--- src/rtl/wtsc_pkg.sv ---
`timescale 1ns / 1ps
// ----------------------------------------------------------------------------
// wave table sound channel package
// Shared codes, register offsets, the wave ram write port and the level table.
// ----------------------------------------------------------------------------
package wtsc_pkg;

   localparam int WAVE_ENTRIES = 32;
   localparam int WAVE_BYTES   = WAVE_ENTRIES / 2;
   localparam int WAVE_AW      = $clog2(WAVE_BYTES);

   typedef enum logic [1:0] {
      OP_WRITE = 2'd0,
      OP_READ  = 2'd1,
      OP_TICK  = 2'd2,
      OP_FRAME = 2'd3
   } wtsc_op_type;

   localparam logic [4:0] REG_DAC       = 5'd0;
   localparam logic [4:0] REG_LENGTH    = 5'd1;
   localparam logic [4:0] REG_VOLUME    = 5'd2;
   localparam logic [4:0] REG_PERIOD_LO = 5'd3;
   localparam logic [4:0] REG_PERIOD_HI = 5'd4;

   typedef struct packed {
      logic               en;
      logic [WAVE_AW-1:0] addr;
      logic [7:0]         data;
   } wtsc_wr_type;

   // trunc(k * vol * 8192 / 225) for odd k = 1..15, one row per volume code
   localparam logic [13:0] LEVEL_MAG [4][8] = '{
      '{14'd0,    14'd0,    14'd0,    14'd0,    14'd0,    14'd0,    14'd0,    14'd0},
      '{14'd546,  14'd1638, 14'd2730, 14'd3822, 14'd4915, 14'd6007, 14'd7099, 14'd8192},
      '{14'd291,  14'd873,  14'd1456, 14'd2038, 14'd2621, 14'd3203, 14'd3786, 14'd4369},
      '{14'd145,  14'd436,  14'd728,  14'd1019, 14'd1310, 14'd1601, 14'd1893, 14'd2184}
   };

   // signed output level of one wave nibble at a volume code
   function automatic logic signed [14:0] wave_level(logic [3:0] w, logic [1:0] code);
      logic [2:0]  j;
      logic [14:0] mag;
      j   = w[3] ? w[2:0] : ~w[2:0];
      mag = {1'b0, LEVEL_MAG[code][j]};
      return w[3] ? mag : 15'(-mag);
   endfunction

endpackage

--- src/rtl/wtsc_wave_ram.sv ---
`timescale 1ns / 1ps
// ----------------------------------------------------------------------------
// wave table ram
// Byte-wide wave storage, one write and two registered reads per cycle, with
// per-byte valid bits for the all-zero reset and same-cycle write bypass.
// ----------------------------------------------------------------------------
module wtsc_wave_ram (
   input  logic                          clock,
   input  logic                          reset,
   input  wtsc_pkg::wtsc_wr_type         wr,
   input  logic                          rd_en,
   input  logic [wtsc_pkg::WAVE_AW-1:0]  rd_addr_a,
   input  logic [wtsc_pkg::WAVE_AW-1:0]  rd_addr_b,
   output logic [7:0]                    rd_data_a,
   output logic [7:0]                    rd_data_b
);
   import wtsc_pkg::*;

   logic [7:0]            mem [WAVE_BYTES];
   logic [WAVE_BYTES-1:0] vld_ff;

   logic [7:0] data_a_ff, data_b_ff, byp_data_ff;
   logic       vld_a_ff, vld_b_ff, byp_a_ff, byp_b_ff;
   logic       byp_a_in, byp_b_in;

   assign byp_a_in = wr.en && (wr.addr == rd_addr_a);
   assign byp_b_in = wr.en && (wr.addr == rd_addr_b);

   always_ff @(posedge clock) begin
      if (wr.en) begin
         mem[wr.addr] <= wr.data;
      end
   end

   always_ff @(posedge clock) begin
      if (reset) begin
         vld_ff <= '0;
      end else if (wr.en) begin
         vld_ff[wr.addr] <= 1'b1;
      end
   end

   always_ff @(posedge clock) begin
      if (rd_en) begin
         data_a_ff   <= mem[rd_addr_a];
         data_b_ff   <= mem[rd_addr_b];
         vld_a_ff    <= vld_ff[rd_addr_a];
         vld_b_ff    <= vld_ff[rd_addr_b];
         byp_a_ff    <= byp_a_in;
         byp_b_ff    <= byp_b_in;
         byp_data_ff <= wr.data;
      end
   end

   // a byte never written reads as zero
   assign rd_data_a = byp_a_ff ? byp_data_ff : (vld_a_ff ? data_a_ff : 8'd0);
   assign rd_data_b = byp_b_ff ? byp_data_ff : (vld_b_ff ? data_b_ff : 8'd0);

endmodule

--- src/rtl/wave_table_sound_channel.sv ---
`timescale 1ns / 1ps
// ----------------------------------------------------------------------------
// wave table sound channel
// Register writes and reads, timer ticks and frame steps on one request
// channel; every request returns read data, the current sample and status.
// ----------------------------------------------------------------------------
//  channel  | direction | handshake          | payload
//  req_     | in        | req_valid/req_stall | operation, reg_address, write_data, div_step
//  rsp_     | out       | rsp_valid/rsp_stall | read_data, sample, channel_on
//
// one request per cycle while req_stall is low; taking a request registers the decoded
// request and the wave ram read in stage one, and stage one then moves with the level
// lookup into the output register, which offers the response.
// the two-entry pipe keeps accepting while rsp_stall holds a response, until both
// entries are full. synchronous reset clears all control state; the wave ram
// reads as zero through per-byte valid bits, so no clearing pass is needed.
// ----------------------------------------------------------------------------
module wave_table_sound_channel (
   input  logic               clock,
   input  logic               reset,
   input  logic               req_valid,
   output logic               req_stall,
   input  logic [1:0]         req_operation,
   input  logic [4:0]         req_reg_address,
   input  logic [7:0]         req_write_data,
   input  logic [2:0]         req_div_step,
   output logic               rsp_valid,
   input  logic               rsp_stall,
   output logic [7:0]         rsp_read_data,
   output logic signed [14:0] rsp_sample,
   output logic               rsp_channel_on
);
   import wtsc_pkg::*;

   // channel state
   logic        dac_ff, dac_in;
   logic        play_ff, play_in;
   logic        len_en_ff, len_en_in;
   logic [10:0] period_ff, period_in;
   logic [12:0] timer_ff, timer_in;
   logic [4:0]  pos_ff, pos_in;
   logic [8:0]  len_ff, len_in;
   logic [1:0]  start_vol_ff, start_vol_in;
   logic [1:0]  live_vol_ff, live_vol_in;

   // pipeline
   logic       s1_valid_ff, s1_valid_in;
   logic       s1_wave_rd_ff;
   logic [7:0] s1_rd_val_ff;
   logic       s1_snd_en_ff;
   logic       s1_nib_lo_ff;
   logic [1:0] s1_vol_ff;
   logic       s1_on_ff;

   logic              out_valid_ff, out_valid_in;
   logic [7:0]        out_rd_ff;
   logic signed [14:0] out_sample_ff;
   logic              out_on_ff;

   logic        accept, out_free, s1_move;
   wtsc_op_type op;
   logic [7:0]  reg_rd_val;
   logic        trigger;
   wtsc_wr_type ram_wr;
   logic [7:0]  ram_rd_a, ram_rd_b;
   logic [3:0]  nib;

   assign out_free  = !out_valid_ff || !rsp_stall;
   assign s1_move   = s1_valid_ff && out_free;
   assign req_stall = s1_valid_ff && !out_free;
   assign accept    = req_valid && !req_stall;
   assign op        = wtsc_op_type'(req_operation);

   assign trigger = req_write_data[7] && !play_ff && dac_ff;

   always_comb begin
      dac_in       = dac_ff;
      play_in      = play_ff;
      len_en_in    = len_en_ff;
      period_in    = period_ff;
      timer_in     = timer_ff;
      pos_in       = pos_ff;
      len_in       = len_ff;
      start_vol_in = start_vol_ff;
      live_vol_in  = live_vol_ff;
      unique case (op)
         OP_WRITE: begin
            if (!req_reg_address[4]) begin
               unique case (req_reg_address)
                  REG_DAC: begin
                     dac_in  = req_write_data[7];
                     play_in = play_ff && req_write_data[7];
                  end
                  REG_LENGTH: begin
                     len_in = 9'd256 - {1'b0, req_write_data};
                  end
                  REG_VOLUME: begin
                     start_vol_in = req_write_data[6:5];
                     live_vol_in  = req_write_data[6:5];
                  end
                  REG_PERIOD_LO: begin
                     period_in[7:0] = req_write_data;
                  end
                  REG_PERIOD_HI: begin
                     period_in[10:8] = req_write_data[2:0];
                     len_en_in       = req_write_data[6];
                     if (trigger) begin
                        play_in     = 1'b1;
                        timer_in    = '0;
                        live_vol_in = start_vol_ff;
                        pos_in      = '0;
                        if (len_ff == 9'd0) begin
                           len_in = 9'd256;
                        end
                     end
                  end
                  default: begin
                  end
               endcase
            end
         end
         OP_READ: begin
         end
         OP_TICK: begin
            if (play_ff && dac_ff) begin
               if (timer_ff == 13'd0) begin
                  pos_in   = pos_ff + 5'd1;
                  // reload is 2 * (2048 - period), 4096 at period zero
                  timer_in = {12'd2048 - {1'b0, period_ff}, 1'b0};
               end else begin
                  timer_in = timer_ff - 13'd1;
               end
            end
         end
         OP_FRAME: begin
            if (play_ff && dac_ff && len_en_ff && !req_div_step[0] && len_ff != 9'd0) begin
               len_in = len_ff - 9'd1;
               if (len_ff == 9'd1) begin
                  play_in = 1'b0;
               end
            end
         end
         default: begin
         end
      endcase
   end

   always_comb begin
      unique case (req_reg_address)
         REG_DAC:    reg_rd_val = {dac_ff, 7'd0};
         REG_VOLUME: reg_rd_val = {1'b0, start_vol_ff, 5'd0};
         REG_PERIOD_HI: reg_rd_val = {1'b0, len_en_ff, 6'd0};
         default:    reg_rd_val = 8'hFF;
      endcase
   end

   assign ram_wr.en   = accept && (op == OP_WRITE) && req_reg_address[4];
   assign ram_wr.addr = req_reg_address[WAVE_AW-1:0];
   assign ram_wr.data = req_write_data;

   wtsc_wave_ram u_ram (
      .clock     (clock),
      .reset     (reset),
      .wr        (ram_wr),
      .rd_en     (accept),
      .rd_addr_a (req_reg_address[WAVE_AW-1:0]),
      .rd_addr_b (pos_in[4:1]),
      .rd_data_a (ram_rd_a),
      .rd_data_b (ram_rd_b)
   );

   always_ff @(posedge clock) begin
      if (reset) begin
         dac_ff       <= 1'b0;
         play_ff      <= 1'b0;
         len_en_ff    <= 1'b0;
         period_ff    <= '0;
         timer_ff     <= '0;
         pos_ff       <= '0;
         len_ff       <= 9'd256;
         start_vol_ff <= '0;
         live_vol_ff  <= '0;
      end else if (accept) begin
         dac_ff       <= dac_in;
         play_ff      <= play_in;
         len_en_ff    <= len_en_in;
         period_ff    <= period_in;
         timer_ff     <= timer_in;
         pos_ff       <= pos_in;
         len_ff       <= len_in;
         start_vol_ff <= start_vol_in;
         live_vol_ff  <= live_vol_in;
      end
   end

   assign s1_valid_in  = accept ? 1'b1 : (s1_move ? 1'b0 : s1_valid_ff);
   assign out_valid_in = s1_move ? 1'b1 : (out_free ? 1'b0 : out_valid_ff);

   always_ff @(posedge clock) begin
      if (reset) begin
         s1_valid_ff  <= 1'b0;
         out_valid_ff <= 1'b0;
      end else begin
         s1_valid_ff  <= s1_valid_in;
         out_valid_ff <= out_valid_in;
      end
   end

   // stage one: request decoded, state updated, ram read in flight
   always_ff @(posedge clock) begin
      if (accept) begin
         s1_wave_rd_ff <= (op == OP_READ) && req_reg_address[4];
         s1_rd_val_ff  <= (op == OP_READ) ? reg_rd_val : 8'd0;
         s1_snd_en_ff  <= play_in && dac_in;
         s1_nib_lo_ff  <= pos_in[0];
         s1_vol_ff     <= live_vol_in;
         s1_on_ff      <= play_in;
      end
   end

   // even positions take the high nibble
   assign nib = s1_nib_lo_ff ? ram_rd_b[3:0] : ram_rd_b[7:4];

   always_ff @(posedge clock) begin
      if (s1_move) begin
         out_rd_ff     <= s1_wave_rd_ff ? ram_rd_a : s1_rd_val_ff;
         out_sample_ff <= s1_snd_en_ff ? wave_level(nib, s1_vol_ff) : 15'sd0;
         out_on_ff     <= s1_on_ff;
      end
   end

   assign rsp_valid      = out_valid_ff;
   assign rsp_read_data  = out_rd_ff;
   assign rsp_sample     = out_sample_ff;
   assign rsp_channel_on = out_on_ff;

endmodule

--- config.mk ---
export PLATFORM = sky130hd
export DESIGN_NAME = wave_table_sound_channel
export DESIGN_NICKNAME = d
export VERILOG_FILES = /design/src/rtl/wtsc_pkg.sv /design/src/rtl/wtsc_wave_ram.sv /design/src/rtl/wave_table_sound_channel.sv
export SDC_FILE = /design/constraint.sdc
export NUM_CORES = 1
export LEC_CHECK = 0
export BUFFER_PORTS_ARGS = -buffer_cell sky130_fd_sc_hd__clkbuf_2
export CORE_ASPECT_RATIO = 0.8
export CORE_MARGIN = 2
export CORE_UTILIZATION = 40
export CTS_BUF_LIST = sky130_fd_sc_hd__clkbuf_16
export DETAILED_ROUTE_END_ITERATION = 6
export PLACE_DENSITY = 0.61
export REMOVE_ABC_BUFFERS = 1
export SYNTH_ARGS = -nofsm -noshare
export SYNTH_HDL_FRONTEND = slang
export SYNTH_SLANG_ARGS = --single-unit
--- constraint.sdc ---
create_clock -name clock -period 5.4 [get_ports clock]
set_input_delay 0.27 -clock clock [delete_from_list [all_inputs] [get_ports clock]]
set_output_delay 0.27 -clock clock [all_outputs]
set_load 0.01 [all_outputs]
==> key figures <==
Die
  – Die ar.: 34500 µm²
  – Ports: 48
  – Effective utilization at floorplan: 40.6%
  – Die X: 207 µm
  – # rows: 59
  – Core ar.: 32500 µm²
  – Chip height: 166 µm

Critical path
  – WS Path Type: flip-flop to flip-flop
  – Reg2reg path depth: 8
  – RR Startpoint: timer_ff[4]
  – Critical Path RT: 5.68 ns
  – Worst path arrival time: 4.39 ns
  – Setup crit end: u_ram.vld_b_ff
  – R2R Setup Slk: 1.30 ns
  – Worst Setup End Kind: flip-flop
  – Reg2reg end: u_ram.vld_b_ff
  – CP startpoint kind: flip-flop
  – Crit-path max FO: 24
  – Crit. Startpoint: timer_ff[4]

CTS
  – Clock sinks: 253
  – H-Tree Depth: 1
  – Worst-path clk slew: 0.06 ns
  – Clk Latency, worst-skew pair: 0.56 ns
  – TritonCTS buffer count: 28
  – Clk root buf: clkbuf_16
  – Max Root-Sink Buffers: 3
  – Post_cts resized: 0
  – CTS tree: done
  – Setup bufs post-CTS: 0

Yosys
  – Synth warnings: 0
  – FFs w/ async S/R, synth: 0%
  – Synthesis-stage register bit count: 253
  – Syn Inst Count: 1069
  – Number of synthesized flops with an enable pin: 190
  – Synth unique cells: 74
  – Sequential share of the synthesized area: 52.8%
  – Post-Syn Area: 13200 µm²
  – Mean Syn Cell Area: 12.3 µm²
  – Most used DFF post-synth: edfxtp_1

Global route
  – Initial antenna violation count: 0
  – First-pass GRT wire length: 49800 µm
  – Grt ovf: 0
  – Grt met1 use: 27.9%
  – Largest net degree at the start of global routing: 64
  – Most Used Layer, Global Route: met1
  – Number of global-route vias before repair: 8455
  – GRT met3 Usage: 3.34%
  – Total track usage: 18.4%
  – Met2 Usage GRT: 27.2%

Worst hold path
  – Hold depth: 2
  – Hold Crit Class: input pin to flip-flop
  – Hold Crit Start: req_reg_address[4]

STA
  – Final period util: 76.0%
  – Pins Over Slew Limit: 0
  – Final Hold Fails: 0
  – Relative slew slack: 18.8%
  – RSZ-0062 raised after global routing: false
  – Worst setup margin: 1.30 ns
  – Post-route minimum period: 4.10 ns
  – WHS: 0.219 ns
  – Peak Freq: 0.244 GHz
  – Final setup violation count: 0
  – Clock skew: 0.0152 ns
  – Slew @ Worst Pin: 1.21 ns
  – Total negative slack: 0 ns

Pwr
  – Power per Cell Area: 323 nW/µm²
  – Clock power share: 41.0%
  – Sequential share of power: 45.8%
  – Logic pwr share: 13.2%
  – Overall Power: 4.75 mW
  – Switching power: 1.20 mW
  – LEAKAGE: 5.33 nW
  – Peak supply drop: 230 µV
  – Switching share of total power: 25.2%
  – Pint: 3.55 mW

Detailed routing
  – Routed length per instance: 20.9 µm
  – Vias: 8929
  – Drt total wl: 32200 µm
  – DRC violation count after routing: 0
  – Drt first-iter violations: 993
  – Antenna-violating nets left: 0
  – DR vias/cell: 5.79
  – Drt first pass iters: 6

Finish
  – ANT cells: 0
  – Fin cells: 1543
  – FF+latch area: 6970 µm²
  – Fillers: 2930
  – Layout Nets: 1135
  – Multi-input logic area: 5830 µm²
  – Most frequent cells in the layout: 190 x edfxtp_1, 123 x nor2_1, 85 x mux2i_1, 65 x nand2_1
  – Commonest non-fill, non-tap cell in the layout: edfxtp_1
  – Area Overhead vs Synth: 11.5%
  – Share of layout cells above drive strength 1: 18.1%

Run status
  – Outcome: completed

Place
  – DP HPWL: 20900 µm
  – Placed Cells: 1489
  – PortBufs: 45
  – GPL Wtd Cong: 0.843
  – Pre-CTS WS: 1.35 ns

Run
  – MaxCap Viol Count: 0
-- layout make-up --
class	instances	share of cell area [%]
flip-flops and latches	253	47.3
repair buffers	61	2.38
clock buffers	29	4.93
clock inverters	23	1.49
multi-input cells	726	39.6
well taps	427	3.63
inverters	24	0.612
-- kinds of logic (layout without fill, tap and decap cells) --
family,count (synthesis),count (layout),synth area share [%]
and+or+nand+nor,310,310,11.1
DFF,253,253,52.8
AOI/OAI and AO/OA,200,200,10.1
muxes,158,158,18.1
buffers and inverters,90,137,3.31
xor gates and xnor gates,39,39,2.76
adders and majority gates,19,19,1.80
-- worst min-delay path by stage --
stage	to	slack [ns]
4_1_cts	s1_wave_rd_ff	0.19
6_report	s1_wave_rd_ff	0.22
2_1_floorplan	len_en_ff	0.34
5_1_grt	s1_wave_rd_ff	0.21
3_5_place_dp	rsp_channel_on	0.43
3_3_place_gp	rsp_channel_on	0.42
-- flip-flops by register name, summed over array words and instances, names as in the netlist, 2 cells and up --
| name | flops |
|---|---|
| u_ram.mem | 128 |
| u_ram.vld_ff | 16 |
| rsp_sample | 15 |
| timer_ff | 13 |
| period_ff | 11 |
| len_ff | 9 |
| rsp_read_data | 8 |
| u_ram.byp_data_ff | 8 |
| u_ram.data_a_ff | 8 |
| u_ram.data_b_ff | 8 |
| pos_ff | 5 |
| s1_rd_val_ff | 4 |
| live_vol_ff | 2 |
| s1_vol_ff | 2 |
| start_vol_ff | 2 |
-- cells in the mapped netlist (7+ instances only) --
cell      count  area [µm²]
edfxtp_1    190        5710
nor2_1      123         462
mux2i_1      85         851
nand2_1      65         244
dfxtp_1      63        1260
mux4_2       63        1420
a21oi_1      57         285
clkbuf_1     44         165
nand3_1      31         155
a22oi_1      26         195
inv_1        24        90.1
o21ai_0      24         120
xnor2_1      23         201
nor3_1       22         110
ha_1         19         238
a31oi_1      17         106
xor2_1       13         114
o21ai_1      12        60.1
a211oi_1      8        60.1
buf_6         8        90.1
nor4_1        8        50.1
and3_1        7        43.8
buf_2         7        35.0
mux2_2        7        78.8
nor2b_1       7        43.8
o211ai_1      7        52.6
-- power by group through the flow --
stage / Clock, mW / Combinational, mW / Sequential, mW
after floorplan: 0 / 0.419 / 2.21
after global placement: 0 / 0.616 / 2.22
after detailed placement: 0 / 0.621 / 2.22
after CTS: 1.98 / 0.624 / 2.18
after global routing: 2.06 / 0.689 / 2.18
final: 1.95 / 0.627 / 2.18
-- critical path: stages, from the launching register on --
cell     delay (ns)
dfxtp_1        0.35
or4_4          0.60
or4_1          0.59
or3_1          0.44
o21ai_1        0.16
a31o_2         0.66
mux4_2         0.59
a22oi_1        0.28
o21ai_1        0.15
-- what timing repair did --
| item | in CTS | in global routing |
|---|---|---|
| hold endpoints to repair | 2 | 0 |
| endpoints found under the setup margin | 0 | 0 |
| hold buffers | 2 | 0 |
-- per-stage QoR --
stage          util [%]  cell area, µm²
2_1_floorplan         -           12900
4_1_cts            45.3           14700
3_5_place_dp       42.3           13800
6_report           45.3           14700
5_1_grt            45.3           14700
3_3_place_gp       42.3           13800
-- per-layer routing --
metal / part of all wire, % / routed length [µm]
met5: 0 / 0
met1: 47 / 15300
met3: 6.6 / 2140
met4: 2.4 / 762
met2: 44 / 14100
No activity file was read; power rests on OpenSTA's default activity.
